`src/rtl/rps_pkg.sv`:
```
package rps_pkg;

	// operation codes carried in s_tuser (code 3 is served as a read)
	localparam logic [1:0] OP_STEP    = 2'd0;
	localparam logic [1:0] OP_READ    = 2'd1;
	localparam logic [1:0] OP_RESTART = 2'd2;

	// result status codes carried in m_tuser
	localparam logic [2:0] ST_STEP_DONE      = 3'd0;
	localparam logic [2:0] ST_STEP_FULL      = 3'd1;
	localparam logic [2:0] ST_READ_OK        = 3'd2;
	localparam logic [2:0] ST_READ_UNWRITTEN = 3'd3;
	localparam logic [2:0] ST_RESTARTED      = 3'd4;

	// fixed field widths
	localparam int WORD_W  = 32;
	localparam int INDEX_W = 21;
	localparam int COUNT_W = 22;
	localparam int STAT_W  = 3;
	localparam int OP_W    = 2;

	// divider runs one quotient bit per cycle
	localparam int DIV_STEPS = WORD_W;
	localparam int DCNT_W    = $clog2(DIV_STEPS + 1);

	// reset value of element_count
	localparam logic [COUNT_W-1:0] COUNT_RESET = 22'd2097152;

	// commands from controller to datapath
	typedef struct packed {
		logic              load_item;
		logic              div_start;
		logic              rd_j;
		logic              rd_idx;
		logic              wr_pos;
		logic              wr_j;
		logic              clr_pos;
		logic              fin;
		logic [STAT_W-1:0] result;
	} cmd_t;

	// status from datapath to controller
	typedef struct packed {
		logic is_step;
		logic is_restart;
		logic step_ok;
		logic read_ok;
		logic div_busy;
		logic out_free;
	} stat_t;

endpackage

```
`src/rtl/rps_ctrl.sv`:
```
module rps_ctrl (
	input  logic           clk,
	input  logic           arst_n,
	input  logic           in_valid,
	output logic           in_ready,
	input  rps_pkg::stat_t stat,
	output rps_pkg::cmd_t  cmd
);

	typedef enum logic [2:0] {
		S_IDLE,
		S_DECODE,
		S_DIV,
		S_RD,
		S_WRP,
		S_WRJ,
		S_FIN
	} state_t;

	state_t                      state_q;
	state_t                      state_d;
	logic [rps_pkg::STAT_W-1:0]  res_q;
	logic [rps_pkg::STAT_W-1:0]  res_d;

	// next state and result code
	always_comb begin
		state_d = state_q;
		res_d   = res_q;
		unique case (state_q)
			S_IDLE: begin
				if (in_valid) begin
					state_d = S_DECODE;
				end
			end
			S_DECODE: begin
				if (stat.is_restart) begin
					res_d   = rps_pkg::ST_RESTARTED;
					state_d = S_FIN;
				end else if (stat.is_step) begin
					if (stat.step_ok) begin
						res_d   = rps_pkg::ST_STEP_DONE;
						state_d = S_DIV;
					end else begin
						res_d   = rps_pkg::ST_STEP_FULL;
						state_d = S_FIN;
					end
				end else if (stat.read_ok) begin
					res_d   = rps_pkg::ST_READ_OK;
					state_d = S_RD;
				end else begin
					res_d   = rps_pkg::ST_READ_UNWRITTEN;
					state_d = S_FIN;
				end
			end
			S_DIV: begin
				if (!stat.div_busy) begin
					state_d = S_RD;
				end
			end
			S_RD: begin
				state_d = stat.is_step ? S_WRP : S_FIN;
			end
			S_WRP: begin
				state_d = S_WRJ;
			end
			S_WRJ: begin
				state_d = S_FIN;
			end
			S_FIN: begin
				if (stat.out_free) begin
					state_d = S_IDLE;
				end
			end
			default: begin
				state_d = S_IDLE;
			end
		endcase
	end

	// state and registered result code
	always_ff @(posedge clk or negedge arst_n) begin
		if (!arst_n) begin
			state_q <= S_IDLE;
			res_q   <= rps_pkg::ST_STEP_DONE;
		end else begin
			state_q <= state_d;
			res_q   <= res_d;
		end
	end

	// command decode
	assign in_ready      = (state_q == S_IDLE);
	assign cmd.load_item = (state_q == S_IDLE) && in_valid;
	assign cmd.clr_pos   = (state_q == S_DECODE) && stat.is_restart;
	assign cmd.div_start = (state_q == S_DECODE) && !stat.is_restart && stat.is_step
		&& stat.step_ok;
	assign cmd.rd_j      = (state_q == S_RD) && stat.is_step;
	assign cmd.rd_idx    = (state_q == S_RD) && !stat.is_step;
	assign cmd.wr_pos    = (state_q == S_WRP);
	assign cmd.wr_j      = (state_q == S_WRJ);
	assign cmd.fin       = (state_q == S_FIN) && stat.out_free;
	assign cmd.result    = res_q;

endmodule

```
`config.mk`:
```
export PLATFORM = sky130hd
export DESIGN_NAME = rps_ctrl
export DESIGN_NICKNAME = d
export VERILOG_FILES = /design/src/rtl/rps_pkg.sv /design/src/rtl/rps_ctrl.sv
export SDC_FILE = /design/constraint.sdc
export NUM_CORES = 1
export LEC_CHECK = 0
export ABC_AREA = 1
export BUFFER_PORTS_ARGS = -buffer_cell sky130_fd_sc_hd__clkbuf_2
export CORE_AREA = 10 10 47 49
export CTS_CLUSTER_DIAMETER = 200
export DETAILED_ROUTE_END_ITERATION = 16
export DIE_AREA = 0 0 57 59
export GPL_TIMING_DRIVEN = 0
export SLEW_MARGIN = 25
export SYNTH_ARGS = -nofsm -noshare
export SYNTH_HDL_FRONTEND = slang
export SYNTH_SLANG_ARGS = --single-unit
```
`constraint.sdc`:
```
create_clock -name clk -period 1.1 [get_ports clk]
set_input_delay 0.165 -clock clk [delete_from_list [all_inputs] [get_ports clk]]
set_output_delay 0.165 -clock clk [all_outputs]
set_load 0.05 [all_outputs]
```
# Word level (Yosys, flattened, before mapping)
# Cells that the tools add are included.
# word_totals
ramBits	0
latchBits	0
elab_cells	36
mem_count	0
ff_bits	6
out_inout_bits	12
in_bits	9
romBits	0
# classes
muxes	13
n_eq_ne	9
n_shift	0
magnitude_cmp	0
bitwise_logic	0
n_div	0
addsub	0
n_reduce_logical	12
multipliers	0
# op_table
operator	n
3-bit two-way mux	9
3-bit case mux with 7 select lines	1
3-bit == test (second input constant)	3
1-bit logical AND	8
3-bit by 2-bit == test with 1-bit output (second input constant)	2
2-bit inequality test (second input constant)	3
3-bit by 1-bit == test with 1-bit output (second input constant)	1
3-bit zero test	1
3-bit AND reduction	1
1-bit zero test	2
1-bit two-way mux	2
2-bit two-way mux	1

# Logic depth before layout (Yosys ltp)
# Gate-level depths: netlist (run 1).
# depth
word_depth	4
ltp_mapped	6
depth_no_buf	6

# Least setup slack after synthesis (run 1)
# OpenSTA, ideal clock, no wires.
# synth_path
path_type	flip-flop to output port
from	register state_q[2]
to	output port cmd[3] (netlist name)
t_arrival_ns	1.732
n_path_buf	0
path_stages_with_launch	3
slack_ns	-0.797
t_required_ns	0.935
path_cell_list	dfrtp_1 > nand2_1 > nor3b_1
# synth_rtl
item	line_no	source
start, declared	rps_ctrl.sv:20	state_t state_q;
start signal, assigned	rps_ctrl.sv:86	state_q <= state_d;
end, declared	rps_ctrl.sv:7	output rps_pkg::cmd_t cmd

==> results by group, run 1 <==
Outcome
  – Status: complete, but fails checks
  – Failing checks: negative setup slack

Yosys
  – Cell count after synthesis: 58
  – Synth area leader: dfrtp_1
  – Number of synthesized register bits: 6
  – Post-synthesis sequential area ratio: 0.358
  – Count leader, synth: nor2_1
  – Net count of the mapped netlist: 67
  – Distinct cells, synth: 17
  – YS warnings: 0
  – XOR/XNOR share of the synthesized area: 0
  – Mux contribution to synthesized area: 0
  – Largest cells by area after synthesis: dfrtp_1, nor2_1, nand2_1, inv_1, nand3_2
  – Primary FF master, synth: dfrtp_1
  – Synth top area share: 0.358
  – Syn_area_per_cell: ~7.2 um^2
  – Compound-Gate Fraction of Synth Area: 0.116
  – Synth Area in Simple Gates: 0.427
  – Synth Area in Adders: 0
  – Most frequent cells after synthesis: nor2_1, nand2_1, inv_1
  – Count of flip-flops with a built-in enable after synthesis: 0
  – Cell Area, Synth: between 400 and 500 um^2
  – Largest family of logic cells by synthesized area: simple AND/OR/NAND/NOR gates
  – FFs w/ async S/R, synth: 1.00

Timing
  – Final worst slack: -0.371 ns
  – Final hold vios: 0
  – Clock skew: ~0.0052 ns
  – Slew Viols, Final: 0
  – Unrepaired setup endpoints after global routing: true
  – Least-Margin Pin Slew: 0.278 ns
  – # setup viols final: 15
  – Worst hold slack: 0.202 ns
  – FMAX: slightly below 700 MHz
  – Clock period minus worst slack: approximately 1.5 ns
  – Slew HR: 0.815
  – Period utilisation layout: 1.34

Clock network
  – Clock Tree Buf Depth: 2
  – Num Clock Sinks: 6
  – TritonCTS Buffers: 3
  – CTS tree: done
  – H-tree depth: 1
  – Clk_lat worst skew: 0.24 ns
  – Clock slew at reported path FFs: about 0.05 ns
  – Root Buffer Master: clkbuf_4

Finish
  – FILL cells: around 120
  – Area of the multi-input gates: roughly 350 um^2
  – FF/Latch Area: between 150 and 200 um^2
  – Net count, final: 109
  – Share of layout cells above drive strength 1: 0.697
  – ANT cells: 0
  – Area growth syn-to-layout: 127%

Setup path
  – CP max stage cell: dfrtp_2
  – Top delay family on crit path: flip-flops
  – Worst EP arrival: between 1 and 1.5 ns
  – CP Launch Type: flip-flop
  – FF-to-FF setup slack: -0.10 ns
  – Critical path's largest stage delay: 0.43 ns
  – Critical Path Source: state_q[2]$_DFFE_PN0P_
  – Setup crit end kind: output port
  – Worst R2R Start: state_q[2]$_DFFE_PN0P_
  – Crit-path max FO: 4
  – Crit-path cells: buf_4 > nor2_4 > nand2_4 > nor2_4 > buf_8
  – Crit Path Category: flip-flop to output port
  – WP data required: roughly 0.94 ns
  – Cell repeated most along the worst path: nor2_4
  – CP bufs+invs: 2

Placement
  – Pre-CTS WS: -0.342 ns
  – Dpl hpwl: 976 um
  – Input/output buffers: 20
  – Gpl congestion: 0.782

Route
  – Metal1 wirelength: around 550 um
  – Remaining DRCs: 0
  – Per-cell routed wire length: around 14 um
  – Drt initial violations: 3
  – Met2 wire length: approximately 900 um
  – Post-Route WL: about 1.6 mm
  – DR pass1 iterations: 4
  – Met3 wire len: between 80 and 90 um
  – Antenna Nets Post-Route: 0
  – DR top layer: met4
  – Vias per inst: 4.59
  – Vias after detailed routing: about 530

Global routing
  – Initial antenna violation count: 0
  – Total grt overflow: 0
  – First-pass GRT wire length: 2.57 mm
  – All-Layer GR Usage: 0.0965
  – Largest net degree at the start of global routing: 7
  – Vias in the first global route: between 500 and 600

Pwr
  – Worst VDD drop: 1.61 mV
  – Power density cells: 3260 nW/um^2
  – Leakage: 0.466 nW

Die
  – Die width: 57 um
  – Die height: 59 um
  – Initial core utilization: 0.299
  – Core Region: roughly 1400 um^2
  – I/O pin cnt: 21
  – Die ar.: about 3400 um^2
  – Row count: 14

Min path
  – Min-delay src: stat[5]
  – HP Class: input port to flip-flop

Run
  – Max-Cap Viols: 0
power by group:
part / internal [W] / switching [W]
Clock: 0.000137 / 0.0000782
Sequential: 0.000342 / 0.000154
Combinational: 0.00104 / 0.00135
Total: 0.00152 / 0.00158
layout by cell type (no fill, tap or decap):
cell type       n
a21oi_1         3
a21oi_2         1
buf_12          1
buf_4          12
buf_6           3
buf_8           8
clkbuf_1        1
clkbuf_2        9
clkbuf_4        5
clkbuf_8        1
clkinv_4        1
dfrtp_1         3
dfrtp_2         3
dlygate4sd3_1   1
inv_1           6
inv_2           1
inv_4           3
nand2_1         8
nand2_2         1
nand2_4         4
nand2_8         1
nand3_2         1
nand3_4         1
nand3b_1        1
nor2_1          6
nor2_2          1
nor2_4          6
nor3_4          3
nor3b_4         1
o21a_1          1
o21ai_2         2
kinds of logic (layout without fill, tap and decap cells):
group	Yosys count	in the layout
AND/OR/NAND/NOR	34	34
buffers and inverters	11	52
AO/OA/AOI/OAI	7	7
flip-flops	6	6
routing by layer:
layer,global-route usage,vias to the layer above
met5,0,-
met4,0.0503,0
met3,0.0386,2
met2,0.172,13
met1,0.0941,251
li1,-,262
flip-flops by register name (all words and copies together) (netlist names):
signal and count:
res_q 3, state_q 3
path summary, 6_finish.rpt:
check	cells after the start	end
hold / removal	2	res_q[1]$_DFFE_PN0N_
hold reg to reg	1	res_q[2]$_DFFE_PN0N_
max in group asynchronous	2	state_q[2]$_DFFE_PN0P_
setup reg to reg	6	state_q[0]$_DFFE_PN0P_
min in group asynchronous	2	res_q[1]$_DFFE_PN0N_
setup / recovery	5	cmd[9]
metrics by stage:
step	setup TNS, ns	total power, W	utilization	area (um^2)	std cells
floorplan	-0.976	0.00168	-	505	58
global placement	-1.99	0.00194	0.446	626	94
detailed placement	-2.08	0.00195	0.446	626	94
CTS	-3.28	0.00276	0.621	871	111
global route	-3.88	0.00330	0.679	951	115
finish	-3.09	0.00310	0.679	951	115
final cells by class:
type,instances,area share
multi-input cells,41,0.367
repair buffers,37,0.366
flip-flops and latches,6,0.162
inverters,11,0.0566
clock buffers,4,0.0276
well taps,16,0.0211
timing repair:
| action | in CTS | in global routing |
|---|---|---|
| endpoints found under the hold margin | 6 | 0 |
| endpoints found under the setup margin | 14 | 16 |
| hold buffers | 1 | 0 |
| setup buffers | 12 | 7 |
| gates resized for setup | 26 | 22 |
| pin swaps | 5 | 6 |
Note: power is estimated with default switching activity, not from simulation.
==> run 2: changes to the inputs <==
CTS_BUF_LIST = sky130_fd_sc_hd__clkbuf_2   (was not set)
HOLD_SLACK_MARGIN = 0.08   (was not set)
==> results by group, run 2 (same netlist as run 1, synthesis figures left out) <==
Outcome
  – Status: complete, but fails checks (unchanged)
  – Failing checks: negative setup slack (unchanged)

Pwr
  – Leakage: 0.467 nW (was 0.466 nW)
  – Power density cells: 3230 nW/um^2 (was 3260 nW/um^2)
  – Worst VDD drop: 1.60 mV (was 1.61 mV)

Finish
  – Area growth syn-to-layout: 125% (was 127%)
  – Net count, final: 109 (unchanged)
  – Commonest non-fill, non-tap cell in the layout: clkbuf_2 (was buf_4)
  – Commonest cells after routing, fill and taps aside: clkbuf_2, buf_4, nand2_1, buf_8 (was buf_4, clkbuf_2, nand2_1, buf_8)
  – FILL cells: 124 (was 122)
  – Final cell count without fillers: 115 (unchanged)
  – Share of layout cells above drive strength 1: 0.707 (was 0.697)
  – Largest registers: res_q: 3 flops, state_q: 3 flops (unchanged)
  – ANT cells: 0 (unchanged)

Timing
  – Worst hold slack: 0.222 ns (was 0.202 ns)
  – Clock period minus worst slack: 1.45 ns (was 1.47 ns)
  – Clock skew: 0.00683 ns (was 0.00522 ns)
  – Final hold vios: 0 (unchanged)
  – Slew HR: 0.815 (about the same)
  – Final worst slack: -0.351 ns (was -0.371 ns)
  – Least-Margin Pin Slew: 0.278 ns (about the same)
  – Unrepaired setup endpoints after global routing: true (unchanged)
  – Period utilisation layout: 1.32 (was 1.34)
  – FMAX: 689 MHz (was 680 MHz)
  – # setup viols final: 15 (unchanged)
  – Slew Viols, Final: 0 (unchanged)

Setup path
  – WP data required: 0.94 ns (about the same)
  – Setup crit end kind: output port (unchanged)
  – Crit-path max FO: 5 (was 4)
  – Crit Path Category: flip-flop to output port (unchanged)
  – CP Launch Type: flip-flop (unchanged)
  – Worst EP arrival: 1.29 ns (was 1.31 ns)

Placement
  – Pre-CTS WS: -0.342 ns (unchanged)
  – Gpl congestion: 0.782 (unchanged)
  – Dpl hpwl: 976 um (unchanged)
  – Placed Instances: 94 (unchanged)
  – Input/output buffers: 20 (unchanged)

Clock network
  – H-tree depth: 1 (unchanged)
  – Clk_lat worst skew: 0.22 ns (was 0.24 ns)
  – Clock Tree Buf Depth: 2 (unchanged)
  – Root Buffer Master: clkbuf_2 (was clkbuf_4)
  – CTS tree: done (unchanged)
  – TritonCTS Buffers: 3 (unchanged)
  – Clock slew at reported path FFs: 0.06 ns (was 0.05 ns)
  – Num Clock Sinks: 6 (unchanged)

Route
  – Remaining DRCs: 0 (unchanged)
  – Drt initial violations: 10 (was 3)
  – Vias after detailed routing: 520 (was 528)
  – Antenna Nets Post-Route: 0 (unchanged)
  – DR pass1 iterations: 2 (was 4)
  – Vias per inst: 4.52 (was 4.59)
  – Post-Route WL: 1.57 mm (about the same)
  – Per-cell routed wire length: 13.6 um (about the same)

Global routing
  – Vias in the first global route: 558 (unchanged)
  – Initial antenna violation count: 0 (unchanged)
  – Largest net degree at the start of global routing: 7 (unchanged)
  – All-Layer GR Usage: 0.0965 (unchanged)
  – First-pass GRT wire length: 2.57 mm (unchanged)
  – Total grt overflow: 0 (unchanged)

Run
  – Max-Cap Viols: 0 (unchanged)

Die
  – Row count: 14 (unchanged)
  – Initial core utilization: 0.299 (unchanged)
  – Die height: 59 um (unchanged)
  – Die ar.: 3360 um^2 (unchanged)
  – Core Region: 1400 um^2 (unchanged)
  – Die width: 57 um (unchanged)
  – I/O pin cnt: 21 (unchanged)

Min path
  – HP Class: input port to flip-flop (unchanged)
run 2: cell types whose count changed in the layout (fill, tap and decap cells not counted):
cell,delta
clkbuf_2,+4
clkbuf_4,-3
clkbuf_1,-1
run 2: where the power goes:
group	internal, W	switching [W]
Clock	0.0000963	0.0000786
Sequential	0.000342	0.000154
Combinational	0.00104	0.00135
run 2: through the flow:
step / instance area (um^2) / util / TNS, ns / total power [W]
after global placement: 626 / 0.446 / -1.99 / 0.00194
final: 945 / 0.674 / -2.94 / 0.00306
after global routing: 945 / 0.674 / -3.93 / 0.00325
after CTS: 865 / 0.617 / -3.26 / 0.00272
after detailed placement: 626 / 0.446 / -2.08 / 0.00195
after floorplan: 505 / - / -0.976 / 0.00168
run 2: final cells by class:
type | count | area [um^2] | share of cell area
multi-input cells | 41 | 349 | 0.370
repair buffers | 37 | 348 | 0.368
inverters | 11 | 53.8 | 0.0570
well taps | 16 | 20.0 | 0.0212
flip-flops and latches | 6 | 154 | 0.163
clock buffers | 4 | 20.0 | 0.0212
run 2: final timing paths:
check / from / endpoint / slack [ns] / cells after the start
worst max-delay path: state_q[1]$_DFFE_PN0P_ / cmd[9] / -0.35 / 6
min in group asynchronous: arst_n / res_q[1]$_DFFE_PN0N_ / 0.32 / 2
max in group asynchronous: arst_n / state_q[2]$_DFFE_PN0P_ / 0.60 / 2
worst max register to register: state_q[1]$_DFFE_PN0P_ / state_q[0]$_DFFE_PN0P_ / -0.10 / 7
worst min-delay path: stat[5] / res_q[1]$_DFFE_PN0N_ / 0.22 / 2
worst min register to register: res_q[2]$_DFFE_PN0N_ / res_q[2]$_DFFE_PN0N_ / 0.49 / 1
run 2: critical path: stages (launching register included):
cell,delay [ns]
dfrtp_2,0.45
inv_4,0.10
nand2_4,0.06
nor2_4,0.14
nand2_4,0.07
nor2_4,0.09
buf_8,0.15
run 2: what timing repair did:
item | 4_1_cts | 5_1_grt
hold buffers | 1 | 0
gates resized for setup | 26 | 22
setup buffers | 12 | 7
hold endpoints to repair | 6 | 0
cloned | 0 | 0
pin swaps | 5 | 6
setup endpoints to repair | 14 | 15
run 2: metal layers:
layer	up-vias	part of all wire	global-route usage
met2	11	0.57	0.172
li1	263	-	-
met1	244	0.36	0.0941
met3	2	0.051	0.0386
met5	-	0	0
met4	0	0.018	0.0503
